<file path="config.mk">
export PLATFORM = sky130hd
export DESIGN_NAME = ir_remote_sleep_timer
export DESIGN_NICKNAME = d
export VERILOG_FILES = /design/src/design/irst_pkg.sv /design/src/design/irst_front.sv /design/src/design/irst_fifo.sv /design/src/design/irst_back.sv /design/src/design/ir_remote_sleep_timer.sv
export VERILOG_INCLUDE_DIRS = /design/src /design/src/design
export SDC_FILE = /design/constraint.sdc
export NUM_CORES = 1
export LEC_CHECK = 0
export BUFFER_PORTS_ARGS = -buffer_cell sky130_fd_sc_hd__buf_2
export CAP_MARGIN = 20
export CORE_MARGIN = 2
export CORE_UTILIZATION = 57
export CTS_BUF_LIST = sky130_fd_sc_hd__clkbuf_2 sky130_fd_sc_hd__clkbuf_4 sky130_fd_sc_hd__clkbuf_8
export CTS_CLUSTER_SIZE = 8
export DETAILED_ROUTE_END_ITERATION = 8
export PLACE_DENSITY = 0.77
export SETUP_SLACK_MARGIN = 0.02
export SYNTH_ARGS = -nofsm -noshare
export SYNTH_HDL_FRONTEND = slang
export SYNTH_HIERARCHICAL = 1
export SYNTH_SLANG_ARGS = --single-unit
</file>
<file path="constraint.sdc">
create_clock -name clock -period 6.3 [get_ports clock]
set_input_delay 0.63 -clock clock [delete_from_list [all_inputs] [get_ports clock]]
set_output_delay 0.63 -clock clock [all_outputs]
set_load 0.005 [all_outputs]
</file>
<file path="src/design/ir_remote_sleep_timer_macros.svh">
// Assertion macros used by the sleep timer top level.
// No dependencies; include by bare file name.
`ifndef IR_REMOTE_SLEEP_TIMER_MACROS_SVH
`define IR_REMOTE_SLEEP_TIMER_MACROS_SVH

// Same-cycle implication, disabled during reset.
`define IRST_ASSERT_NOW(label, clk, rst, ante, cons) \
   label: assert property (@(posedge clk) disable iff (rst) (ante) |-> (cons)) \
      else $error("sleep timer: same-cycle check failed");

// Next-cycle implication, disabled during reset.
`define IRST_ASSERT_NEXT(label, clk, rst, ante, cons) \
   label: assert property (@(posedge clk) disable iff (rst) (ante) |=> (cons)) \
      else $error("sleep timer: next-cycle check failed");

`endif

</file>
<file path="src/design/irst_pkg.sv">
// Shared types, constants and functions for the IR remote sleep timer.
// No dependencies.
package irst_pkg;

   localparam int FRAME_BITS    = 32;
   localparam int PHASE_TIMEOUT = 255;
   localparam int CODE_W        = 32;
   localparam int TICKS_W       = 19;
   localparam int TPM_W         = 12;
   localparam int UNIT_W        = 8;
   localparam int BIDX_W        = 6;
   localparam int BTN_W         = 3;
   localparam int CSR_IDX_W     = 3;
   localparam int CSR_DATA_W    = 32;

   // Register indexes on the CSR port
   localparam logic [CSR_IDX_W-1:0] CSR_CODE_RED      = 3'd0;
   localparam logic [CSR_IDX_W-1:0] CSR_CODE_GREEN    = 3'd1;
   localparam logic [CSR_IDX_W-1:0] CSR_CODE_YELLOW   = 3'd2;
   localparam logic [CSR_IDX_W-1:0] CSR_CODE_BLUE     = 3'd3;
   localparam logic [CSR_IDX_W-1:0] CSR_TICKS_PER_MIN = 3'd4;
   localparam logic [CSR_IDX_W-1:0] CSR_LEAD_LOW_MIN  = 3'd5;
   localparam logic [CSR_IDX_W-1:0] CSR_LEAD_HIGH_MIN = 3'd6;
   localparam logic [CSR_IDX_W-1:0] CSR_ONE_THRESHOLD = 3'd7;

   // Reset values
   localparam logic [TPM_W-1:0]  TPM_RESET       = 12'd1200;
   localparam logic [UNIT_W-1:0] LEAD_LOW_RESET  = 8'h1E;
   localparam logic [UNIT_W-1:0] LEAD_HIGH_RESET = 8'h0B;
   localparam logic [UNIT_W-1:0] ONE_THR_RESET   = 8'd4;

   // Button codes
   localparam logic [BTN_W-1:0] BTN_NONE   = 3'd0;
   localparam logic [BTN_W-1:0] BTN_RED    = 3'd1;
   localparam logic [BTN_W-1:0] BTN_GREEN  = 3'd2;
   localparam logic [BTN_W-1:0] BTN_YELLOW = 3'd3;
   localparam logic [BTN_W-1:0] BTN_BLUE   = 3'd4;

   localparam logic [2:0] NEAR_END_MINUTES = 3'd5;

   typedef enum logic [4:0] {
      PH_IDLE      = 5'b00001,
      PH_LEAD_LOW  = 5'b00010,
      PH_LEAD_HIGH = 5'b00100,
      PH_BIT_LOW   = 5'b01000,
      PH_BIT_HIGH  = 5'b10000
   } irst_phase_type;

   typedef struct packed {
      logic [CODE_W-1:0] code_red;
      logic [CODE_W-1:0] code_green;
      logic [CODE_W-1:0] code_yellow;
      logic [CODE_W-1:0] code_blue;
      logic [TPM_W-1:0]  ticks_per_minute;
      logic [UNIT_W-1:0] lead_low_min;
      logic [UNIT_W-1:0] lead_high_min;
      logic [UNIT_W-1:0] one_threshold;
   } irst_cfg_type;

   // One classified request handed from the receiver to the timer
   typedef struct packed {
      logic              tick;
      logic              done;
      logic [CODE_W-1:0] code;
      logic [BTN_W-1:0]  btn;
   } irst_event_type;

   function automatic logic [7:0] minutes_for_button(input logic [BTN_W-1:0] btn);
      logic [7:0] m;
      unique case (btn)
         BTN_RED:    m = 8'd30;
         BTN_GREEN:  m = 8'd60;
         BTN_YELLOW: m = 8'd90;
         BTN_BLUE:   m = 8'd120;
         default:    m = 8'd0;
      endcase
      return m;
   endfunction

endpackage

</file>
<file path="src/design/irst_front.sv">
// Receiver front end: measures pin phases, assembles frames, matches buttons.
// Depends on irst_pkg.
module irst_front import irst_pkg::*; (
   input  logic           clock,
   input  logic           reset,
   input  logic           accept,
   input  logic           ir_level,
   input  logic           period_tick,
   input  irst_cfg_type   cfg,
   output irst_event_type ev
);

   irst_phase_type    phase_ff, phase_in;
   logic [UNIT_W-1:0] count_ff, count_in;
   logic [BIDX_W-1:0] bidx_ff, bidx_in;
   logic [CODE_W-1:0] word_ff, word_in;

   logic              want;
   logic              same;
   logic [UNIT_W-1:0] cnt_up;
   logic [UNIT_W-1:0] cnt;
   logic              ended;
   logic [UNIT_W-1:0] carry;
   logic [CODE_W-1:0] word_shift;
   logic [BIDX_W-1:0] bidx_next;

   always_comb begin
      want       = (phase_ff == PH_LEAD_HIGH) || (phase_ff == PH_BIT_HIGH);
      same       = (ir_level == want);
      cnt_up     = (count_ff < UNIT_W'(PHASE_TIMEOUT)) ? count_ff + 1'b1 : count_ff;
      cnt        = same ? cnt_up : count_ff;
      ended      = !same || (cnt_up >= UNIT_W'(PHASE_TIMEOUT));
      carry      = {{(UNIT_W-1){1'b0}}, !same};
      word_shift = {word_ff[CODE_W-2:0], (cnt > cfg.one_threshold)};
      bidx_next  = bidx_ff + 1'b1;
   end

   always_comb begin
      phase_in = phase_ff;
      count_in = count_ff;
      bidx_in  = bidx_ff;
      word_in  = word_ff;
      ev       = '0;
      ev.tick  = period_tick;
      if (accept) begin
         unique case (phase_ff)
            PH_IDLE: begin
               if (!ir_level) begin
                  phase_in = PH_LEAD_LOW;
                  count_in = UNIT_W'(1);
               end
            end
            PH_LEAD_LOW, PH_LEAD_HIGH, PH_BIT_LOW, PH_BIT_HIGH: begin
               count_in = cnt;
               if (ended) begin
                  unique case (phase_ff)
                     PH_LEAD_LOW: begin
                        if (cnt < cfg.lead_low_min) begin
                           phase_in = PH_IDLE;
                           count_in = '0;
                        end else begin
                           phase_in = PH_LEAD_HIGH;
                           count_in = carry;
                        end
                     end
                     PH_LEAD_HIGH: begin
                        if (cnt < cfg.lead_high_min) begin
                           phase_in = PH_IDLE;
                           count_in = '0;
                        end else begin
                           word_in  = '0;
                           bidx_in  = '0;
                           phase_in = PH_BIT_LOW;
                           count_in = carry;
                        end
                     end
                     PH_BIT_LOW: begin
                        phase_in = PH_BIT_HIGH;
                        count_in = carry;
                     end
                     default: begin
                        // bit high phase ended: shift in the bit
                        word_in = word_shift;
                        if (bidx_next >= BIDX_W'(FRAME_BITS)) begin
                           ev.done  = 1'b1;
                           ev.code  = word_shift;
                           bidx_in  = '0;
                           phase_in = PH_IDLE;
                           count_in = '0;
                        end else begin
                           bidx_in  = bidx_next;
                           phase_in = PH_BIT_LOW;
                           count_in = carry;
                        end
                     end
                  endcase
               end
            end
            default: begin
               phase_in = PH_IDLE;
               count_in = '0;
            end
         endcase
      end
      // lowest button number wins on equal codes
      if (ev.done) begin
         priority if (ev.code == cfg.code_red)    ev.btn = BTN_RED;
         else if     (ev.code == cfg.code_green)  ev.btn = BTN_GREEN;
         else if     (ev.code == cfg.code_yellow) ev.btn = BTN_YELLOW;
         else if     (ev.code == cfg.code_blue)   ev.btn = BTN_BLUE;
         else                                     ev.btn = BTN_NONE;
      end
   end

   always_ff @(posedge clock) begin
      if (reset) begin
         phase_ff <= PH_IDLE;
         count_ff <= '0;
         bidx_ff  <= '0;
         word_ff  <= '0;
      end else begin
         phase_ff <= phase_in;
         count_ff <= count_in;
         bidx_ff  <= bidx_in;
         word_ff  <= word_in;
      end
   end

endmodule

</file>
<file path="src/design/irst_fifo.sv">
// Two-entry queue of classified requests between receiver and timer.
// Depends on irst_pkg.
module irst_fifo import irst_pkg::*; (
   input  logic           clock,
   input  logic           reset,
   input  logic           push,
   input  irst_event_type push_data,
   input  logic           pop,
   output irst_event_type pop_data,
   output logic           not_empty,
   output logic           full,
   output logic [1:0]     level
);

   irst_event_type entry_ff [2];
   logic           wr_ptr_ff, wr_ptr_in;
   logic           rd_ptr_ff, rd_ptr_in;
   logic [1:0]     count_ff, count_in;
   logic           do_push, do_pop;

   always_comb begin
      do_push   = push && (count_ff != 2'd2);
      do_pop    = pop && (count_ff != 2'd0);
      wr_ptr_in = wr_ptr_ff ^ do_push;
      rd_ptr_in = rd_ptr_ff ^ do_pop;
      count_in  = count_ff + {1'b0, do_push} - {1'b0, do_pop};
      pop_data  = entry_ff[rd_ptr_ff];
      not_empty = (count_ff != 2'd0);
      full      = (count_ff == 2'd2);
      level     = count_ff;
   end

   always_ff @(posedge clock) begin
      if (do_push) begin
         entry_ff[wr_ptr_ff] <= push_data;
      end
   end

   always_ff @(posedge clock) begin
      if (reset) begin
         wr_ptr_ff <= 1'b0;
         rd_ptr_ff <= 1'b0;
         count_ff  <= 2'd0;
      end else begin
         wr_ptr_ff <= wr_ptr_in;
         rd_ptr_ff <= rd_ptr_in;
         count_ff  <= count_in;
      end
   end

endmodule

</file>
<file path="src/design/irst_back.sv">
// Timer back end: countdown, relay, near-end flag and the response register.
// Depends on irst_pkg.
module irst_back import irst_pkg::*; (
   input  logic              clock,
   input  logic              reset,
   input  logic              ev_valid,
   input  irst_event_type    ev,
   input  logic [TPM_W-1:0]  ticks_per_minute,
   output logic              ev_pop,
   output logic              rsp_valid,
   input  logic              rsp_stall,
   output logic              rsp_power_on,
   output logic              rsp_frame_done,
   output logic [CODE_W-1:0] rsp_frame_code,
   output logic [BTN_W-1:0]  rsp_matched_button,
   output logic              rsp_near_end
);

   logic [TICKS_W-1:0] remain_ff, remain_in;
   logic               relay_ff, relay_in;
   logic               valid_ff, valid_in;
   logic               power_ff, done_ff, near_ff;
   logic [CODE_W-1:0]  code_ff;
   logic [BTN_W-1:0]   btn_ff;

   logic [TICKS_W-1:0] after_tick;
   logic [TPM_W+7:0]   load_full;
   logic [TPM_W+2:0]   five_min;
   logic               near;

   always_comb begin
      ev_pop   = ev_valid && (!valid_ff || !rsp_stall);
      relay_in = relay_ff;
      after_tick = remain_ff;
      if (ev.tick && (remain_ff != '0)) begin
         after_tick = remain_ff - 1'b1;
         relay_in   = (after_tick != '0);
      end
      load_full = minutes_for_button(ev.btn) * ticks_per_minute;
      remain_in = after_tick;
      if (ev.done && (ev.btn != BTN_NONE)) begin
         remain_in = load_full[TICKS_W-1:0];
      end
      five_min = TPM_W'(0) + ticks_per_minute * NEAR_END_MINUTES;
      near     = (remain_in != '0) && (remain_in < TICKS_W'(five_min));
      valid_in = ev_pop ? 1'b1 : (valid_ff && rsp_stall);
   end

   always_ff @(posedge clock) begin
      if (reset) begin
         remain_ff <= '0;
         relay_ff  <= 1'b0;
         valid_ff  <= 1'b0;
      end else begin
         valid_ff <= valid_in;
         if (ev_pop) begin
            remain_ff <= remain_in;
            relay_ff  <= relay_in;
         end
      end
   end

   always_ff @(posedge clock) begin
      if (ev_pop) begin
         power_ff <= relay_in;
         done_ff  <= ev.done;
         code_ff  <= ev.code;
         btn_ff   <= ev.btn;
         near_ff  <= near;
      end
   end

   assign rsp_valid          = valid_ff;
   assign rsp_power_on       = power_ff;
   assign rsp_frame_done     = done_ff;
   assign rsp_frame_code     = code_ff;
   assign rsp_matched_button = btn_ff;
   assign rsp_near_end       = near_ff;

endmodule

</file>
<file path="src/design/ir_remote_sleep_timer.sv">
// IR remote sleep timer: top level with CSR bank, receiver, queue and timer.
// Depends on irst_pkg, irst_front, irst_fifo, irst_back and the macros header.
//
// Usage:
//  - Request channel (req_valid/req_stall): one pin sample per 256 us unit
//    (req_ir_level, 0 = carrier) plus req_period_tick, high once per 50 ms.
//  - Response channel (rsp_valid/rsp_stall): one response per request with
//    relay drive, frame completion, received code, matched button and the
//    last-five-minutes flag.
//  - CSR port: write csr_wdata to register csr_index while csr_we is high;
//    write only while no request is in flight.
//  - Throughput: one request per cycle unless stalled. The receiver handles a
//    sample in the cycle it is accepted; the timer reads a two-entry queue.
//  - Path: an accepted request is written into the queue, then into the
//    response register behind rsp_valid once the response side is not stalled.
//  - Stall: a stalled response holds in its output register; the queue fills
//    behind it and req_stall rises once both entries are occupied.
//  - Reset: receiver idle, countdown stopped, relay off, CSRs at defaults
//    (codes 0, 1200 ticks per minute, leader minimums 30 and 11, threshold 4).
`include "ir_remote_sleep_timer_macros.svh"

module ir_remote_sleep_timer import irst_pkg::*; (
   input  logic                  clock,
   input  logic                  reset,
   // request channel
   input  logic                  req_valid,
   output logic                  req_stall,
   input  logic                  req_ir_level,
   input  logic                  req_period_tick,
   // response channel
   output logic                  rsp_valid,
   input  logic                  rsp_stall,
   output logic                  rsp_power_on,
   output logic                  rsp_frame_done,
   output logic [CODE_W-1:0]     rsp_frame_code,
   output logic [BTN_W-1:0]      rsp_matched_button,
   output logic                  rsp_near_end,
   // configuration
   input  logic                  csr_we,
   input  logic [CSR_IDX_W-1:0]  csr_index,
   input  logic [CSR_DATA_W-1:0] csr_wdata
);

   irst_cfg_type   cfg_ff;
   irst_event_type ev_front;
   irst_event_type ev_queue;
   logic           req_accept;
   logic           q_not_empty;
   logic           q_full;
   logic [1:0]     q_level;
   logic           ev_pop;

   // CSR bank: hold settings, update on write
   always_ff @(posedge clock) begin
      if (reset) begin
         cfg_ff.code_red         <= '0;
         cfg_ff.code_green       <= '0;
         cfg_ff.code_yellow      <= '0;
         cfg_ff.code_blue        <= '0;
         cfg_ff.ticks_per_minute <= TPM_RESET;
         cfg_ff.lead_low_min     <= LEAD_LOW_RESET;
         cfg_ff.lead_high_min    <= LEAD_HIGH_RESET;
         cfg_ff.one_threshold    <= ONE_THR_RESET;
      end else if (csr_we) begin
         unique case (csr_index)
            CSR_CODE_RED:      cfg_ff.code_red         <= csr_wdata;
            CSR_CODE_GREEN:    cfg_ff.code_green       <= csr_wdata;
            CSR_CODE_YELLOW:   cfg_ff.code_yellow      <= csr_wdata;
            CSR_CODE_BLUE:     cfg_ff.code_blue        <= csr_wdata;
            CSR_TICKS_PER_MIN: cfg_ff.ticks_per_minute <= csr_wdata[TPM_W-1:0];
            CSR_LEAD_LOW_MIN:  cfg_ff.lead_low_min     <= csr_wdata[UNIT_W-1:0];
            CSR_LEAD_HIGH_MIN: cfg_ff.lead_high_min    <= csr_wdata[UNIT_W-1:0];
            CSR_ONE_THRESHOLD: cfg_ff.one_threshold    <= csr_wdata[UNIT_W-1:0];
            default:           cfg_ff.one_threshold    <= cfg_ff.one_threshold;
         endcase
      end
   end

   // Stall requests only when the queue has no room
   assign req_stall  = q_full;
   assign req_accept = req_valid && !req_stall;

   irst_front u_front (
      .clock       (clock),
      .reset       (reset),
      .accept      (req_accept),
      .ir_level    (req_ir_level),
      .period_tick (req_period_tick),
      .cfg         (cfg_ff),
      .ev          (ev_front)
   );

   irst_fifo u_fifo (
      .clock     (clock),
      .reset     (reset),
      .push      (req_accept),
      .push_data (ev_front),
      .pop       (ev_pop),
      .pop_data  (ev_queue),
      .not_empty (q_not_empty),
      .full      (q_full),
      .level     (q_level)
   );

   irst_back u_back (
      .clock              (clock),
      .reset              (reset),
      .ev_valid           (q_not_empty),
      .ev                 (ev_queue),
      .ticks_per_minute   (cfg_ff.ticks_per_minute),
      .ev_pop             (ev_pop),
      .rsp_valid          (rsp_valid),
      .rsp_stall          (rsp_stall),
      .rsp_power_on       (rsp_power_on),
      .rsp_frame_done     (rsp_frame_done),
      .rsp_frame_code     (rsp_frame_code),
      .rsp_matched_button (rsp_matched_button),
      .rsp_near_end       (rsp_near_end)
   );

   // A response without a completed frame carries no code and no button
   `IRST_ASSERT_NOW(a_idle_code_zero, clock, reset, rsp_valid && !rsp_frame_done, (rsp_frame_code == '0) && (rsp_matched_button == BTN_NONE))
   // A matched button implies a completed frame
   `IRST_ASSERT_NOW(a_button_needs_frame, clock, reset, rsp_valid && (rsp_matched_button != BTN_NONE), rsp_frame_done)
   // An accepted request is queued on the next cycle
   `IRST_ASSERT_NEXT(a_accept_queued, clock, reset, req_accept, q_level != 2'd0)

endmodule
</file>
## Yosys cells after proc, flatten, opt, wreduce, memory -nomap -nowiden

Memory sizes are Yosys's and may differ from the RTL's. A register that Yosys moved wholly into a read port is not among the register bits.
Cells that the tools add are included.

| storage, ports and cells | value |
|---|---|
| flip-flop bits (word level) | 277 |
| RAM bits | 74 |
| input bits | 42 |
| output and inout port bits | 40 |
| logic and storage cells | 141 |
| memories kept | 1 |

| cells by class | value |
|---|---|
| $add $sub $neg | 5 |
| $mul | 2 |
| order comparisons | 7 |
| eq/ne operators | 26 |
| muxes and demuxes | 39 |
| bitwise operators | 3 |
| reductions and logical operators | 35 |

Memory list:

| memory | words | bits a word | rd ports | clocked after Yosys merged registers in | write ports | line | text |
|---|---|---|---|---|---|---|---|
| u_fifo.entry_ff | 2 | 37 | 1 | 1 | 1 | irst_fifo.sv:15 | `irst_event_type entry_ff [2];` |

Operators by type and width:

| cell | count |
|---|---|
| 33-bit two-way mux | 5 |
| 32-bit == test | 4 |
| 31-bit case mux with 2 select lines | 1 |
| 19-bit nonzero test | 3 |
| 19-bit two-way mux | 2 |
| 8-bit two-way mux | 4 |
| 31-bit two-way mux | 1 |
| 7-bit case mux with 4 select lines | 1 |
| 8-bit case mux with 3 select lines | 1 |
| 19-bit by 15-bit less-than comparator with 1-bit output | 1 |
| 7-bit by 12-bit multiplier with 19-bit output | 1 |
| 19-bit by 1-bit subtractor with 19-bit output, second input constant | 1 |
| 3-bit two-way mux | 6 |
| 2-bit AND reduction | 9 |
| 8-bit less-than comparator | 2 |
| 8-bit case mux with 2 select lines | 1 |
| 3-bit == test, second input constant | 5 |
| 12-bit by 3-bit multiplier with 15-bit output, second input constant | 1 |
| 5-bit case mux with 3 select lines | 1 |
| 3-bit by 2-bit == test with 1-bit output, second input constant | 4 |
| 6-bit two-way mux | 2 |
| 6-bit case mux with 2 select lines | 1 |
| 5-bit two-way mux | 2 |
| 5-bit case mux with 2 select lines | 1 |
| other kinds (33) | 57 |

## Logic depth before layout (Yosys ltp)

| depth | value |
|---|---|
| depth after elaboration | 16 |
| mapped depth | 30 |
| gate-level depth less buffers | 27 |

## Hierarchy

Netlist, hierarchy kept.

By module, submodules not included:

| module | instances | cells an instance | area an instance (µm²) | sequential area each (µm²) |
|---|---|---|---|---|
| ir_remote_sleep_timer | 1 | 589 | 6495.0 | 3283.1 |
| irst_back | 1 | 640 | 5988.2 | 1561.5 |
| irst_front | 1 | 876 | 5975.7 | 1001.0 |
| irst_fifo | 1 | 138 | 2896.5 | 2302.2 |

## Worst setup path before layout

Ideal clock, no wire load.

| timing | value |
|---|---|
| path kind | register to register |
| start point | register u_fifo/rd_ptr_ff (netlist name) |
| end point | register u_back.near_ff (netlist: u_back/rsp_near_end), data pin |
| setup time | 0.265 ns |
| data arrival time | 6.263 ns |
| data required time | 6.035 ns |
| slack | -0.228 ns |
| stages on the path, launching flop included | 29 |
| path buffers | 2 |
| period minus slack after synthesis | 6.528 ns |
| cells stage by stage | dfxtp_1 buf_4 mux2_2 clkbuf_1 xnor2_1 nor2_1 and2_1 or2_2 fa_1 inv_1 fa_1 inv_1 fa_1 ha_1 inv_1 fa_1 nor2b_1 o31a_1 a311oi_1 a311o_1 ha_1 nand3_1 a211o_1 or3_1 o22a_1 nand2_1 nand2_1 nand4b_1 nor4_1 |

RTL lines:

| item | line | text |
|---|---|---|
| end signal, assigned | irst_back.sv:69 | `near_ff <= near;` |
| end, declared | irst_back.sv:22 | `logic power_ff, done_ff, near_ff;` |

==> run summary <==
Sequential power share: 0.287
CTS tree: yes
Fmax: 158.5 MHz
Core area: 36,790 um^2
Die Wd: 197.6 um
CTS sink count: 351
Ys flop type: dfxtp_1
Worst Setup EP: u_back/rsp_near_end
CP required: 6.70 ns
Area Growth Syn to Fin: 11.33%
Slowest-stage cell, CP: fa_1
Avg Inst Size Synth: 9.521 um^2
Cell internal pwr: 6271 uW
Worst-path clk slew: 0.06 ns
Fin cells: 2,845
Drt first-iter violations: 1,923
Post-synth top area share: 0.2240
Total grt overflow: 0
Final Hold Fails: 0
Worst-Margin Slew: 0.9571 ns
Worst-Skew Late Latency: 0.68 ns
Rows: 70
Synthesized area: 21,360 um^2
Most frequent CP cell: fa_1
Ratio of cells with drive above 1 in the final layout: 0.1464
Buffers added on ports: 81
Routability cong.: 0.9876
Cts hold-fix bufs: 0
Worst VDD drop: 0.3345 mV
Vias in the first global route: 17,556
Pre-CTS setup slack: -0.2349 ns
Setup ws final: -0.008795 ns
Setup TNS: -0.008795 ns
Final Slew Violations: 0
Crit. path cell count: 26
Combinational share of power: 0.504
Warnings from Yosys: 6
Switching pwr: 4099 uW
CTS Buf Count: 58
Reg area: 8152 um^2
Fin crit share: 1.001
Worst hold path class: primary input to register
Synth unique cells: 95
Area of the multi-input gates: 12,330 um^2
Top fanout value on the critical path: 6
Ports: 82
R2r startpoint: u_fifo/rd_ptr_ff
Avg WL per Cell: 22.53 um
Nets: 2,517
Die span in y: 197.6 um
H-tree Lvls: 2
Period minus WS final: 6.309 ns
WP buf/inv: 3
Worst Reg-to-Reg Cells: 26
Vias: 18,130
Vias per inst: 6.373
Wire length of the first global-routing pass: 99,480 um
Worst Skew: 0.03586 ns
Max-Cap Viols: 0
CP Launch Type: register
Critical path arrival: 6.71 ns
Failing checks: setup timing
Synth top cells by count: dfxtp_1 (239), nand2b_1 (205), mux2i_1 (176)
Synthesized flop and latch total: 351
Post-Route WL: 64,110 um
Mapped Cells: 2,243
Critical path class: register to register
CP max stage delay: 0.55 ns
Clock network fraction of total power: 0.210
Net count after synthesis: 2,431
Clk buf depth: 3
GR Util All Layers: 0.3307
R2r setup slk: -0.009 ns
PwrDens: 436.2 nW/um^2
Outcome: finished, violations left
Worst Setup SP: u_fifo/rd_ptr_ff
HPWL Detailed: 46,600 um
Detail Route Antenna Nets: 0
WHS: 0.1600 ns
Root buf cell: clkbuf_8
Die area: 39,030 um^2
RSZ-0062 raised after global routing: true
DRC: 0
Async set or reset register ratio after synthesis: 0
Most common cell in the synthesized netlist: dfxtp_1
Worst Setup End Kind: register
Starting Density: 0.5805
Worst relative slew slack: 0.3604
Sw Share: 0.3952
Fill cells: 2,992
Top post-synthesis cells by area: dfxtp_1 (22%), edfxtp_1 (16%), mux2i_1 (8.2%)
Largest net degree at the start of global routing: 152
Lkg Pwr: 0.009999 uW
Final number of setup-violating endpoints: 1
Seq/Total Area, Yosys: 0.3815
EDFF count, synth: 112
Placed cell count: 2,728
Reg2reg end: u_back/rsp_near_end
First-pass DRT Iterations: 7
Area leader, netlist: dfxtp_1
Hold path start: req_period_tick
Cell family with most CP delay: adder cells
Initial antenna violation count: 1
Diode count: 0
==> state kept, by name (all words and copies together) (netlist names), 2 cells and up <==
name,cells
u_back/remain_ff,19
u_front/word_ff,31
cfg_ff,164
u_front/count_ff,8
u_back/rsp_frame_code,32
u_front/phase_ff,5
u_fifo/entry_ff,74
u_fifo/level,2
u_back/rsp_matched_button,3
u_front/bidx_ff,6
==> final cells by class <==
cell class | instances | area share
timing repair buffer | 147 | 0.03884
clock buffer | 92 | 0.04694
clock inverter | 16 | 0.006052
tap | 468 | 0.02463
multi-input combinational | 1633 | 0.5188
sequential | 351 | 0.3429
inverter | 138 | 0.02189
==> metal layers <==
layer  global-route usage  wire length, um  vias up
met5                    0                0        -
li1                     -                -     8266
met4               0.1559             3091        0
met1               0.4313            25900     8772
met3              0.06642             5876      216
met2               0.5283            29240      876
==> power by group through the flow <==
| stage | Combinational, uW | Clock [uW] | Sequential, uW |
|---|---|---|---|
| floorplan | 3480 | 0 | 2960 |
| global placement | 4640 | 0 | 3000 |
| detailed placement | 4730 | 0 | 3010 |
| CTS | 5090 | 2200 | 2970 |
| global route | 5800 | 2300 | 3010 |
| finish | 5220 | 2170 | 2970 |
==> metrics by stage <==
stage          area (um^2)  total power, uW    util
2_1_floorplan        21410             6434       -
5_1_grt              23780            11110  0.6463
6_report             23780            10370  0.6463
4_1_cts              23740            10260  0.6453
3_3_place_gp         22290             7633  0.6060
3_5_place_dp         22290             7744  0.6060
==> worst min-delay path by stage <==
stage                                   endpoint  cells past startpoint
after floorplan                  u_back/relay_ff                      2
after global placement           u_back/relay_ff                      2
after detailed placement         u_back/relay_ff                      2
after CTS                 u_fifo/entry_ff[1][36]                      1
after global routing      u_fifo/entry_ff[1][36]                      1
final                     u_fifo/entry_ff[1][36]                      1
==> timing repair <==
| action | in CTS | in global routing |
|---|---|---|
| buffers inserted | 8 | 1 |
| pin swaps | 26 | 5 |
| endpoints found under the setup margin | 1 | 1 |
| gates resized for setup | 21 | 4 |
==> cell families after synthesis <==
| logic type | synth area share |
|---|---|
| simple gates | 0.2025 |
| compound gates | 0.1350 |
| flops | 0.3815 |
| buf+inv | 0.05191 |
| mux | 0.1031 |
| fa+ha+maj | 0.1003 |
| xor+xnor | 0.02566 |
==> cell usage in the layout, fill, tap and decap left out, drive strengths merged, types with 38 or more instances in the layout <==
master	count
and2	38
o21ai	79
nand2b	205
fa	42
nor2	169
nand2	116
dfxtp	239
clkbuf	92
ha	104
edfxtp	112
nor3	41
inv	136
buf	147
a22oi	43
a21oi	81
mux2	39
mux2i	176
Note: power is estimated with default switching activity, not from simulation.
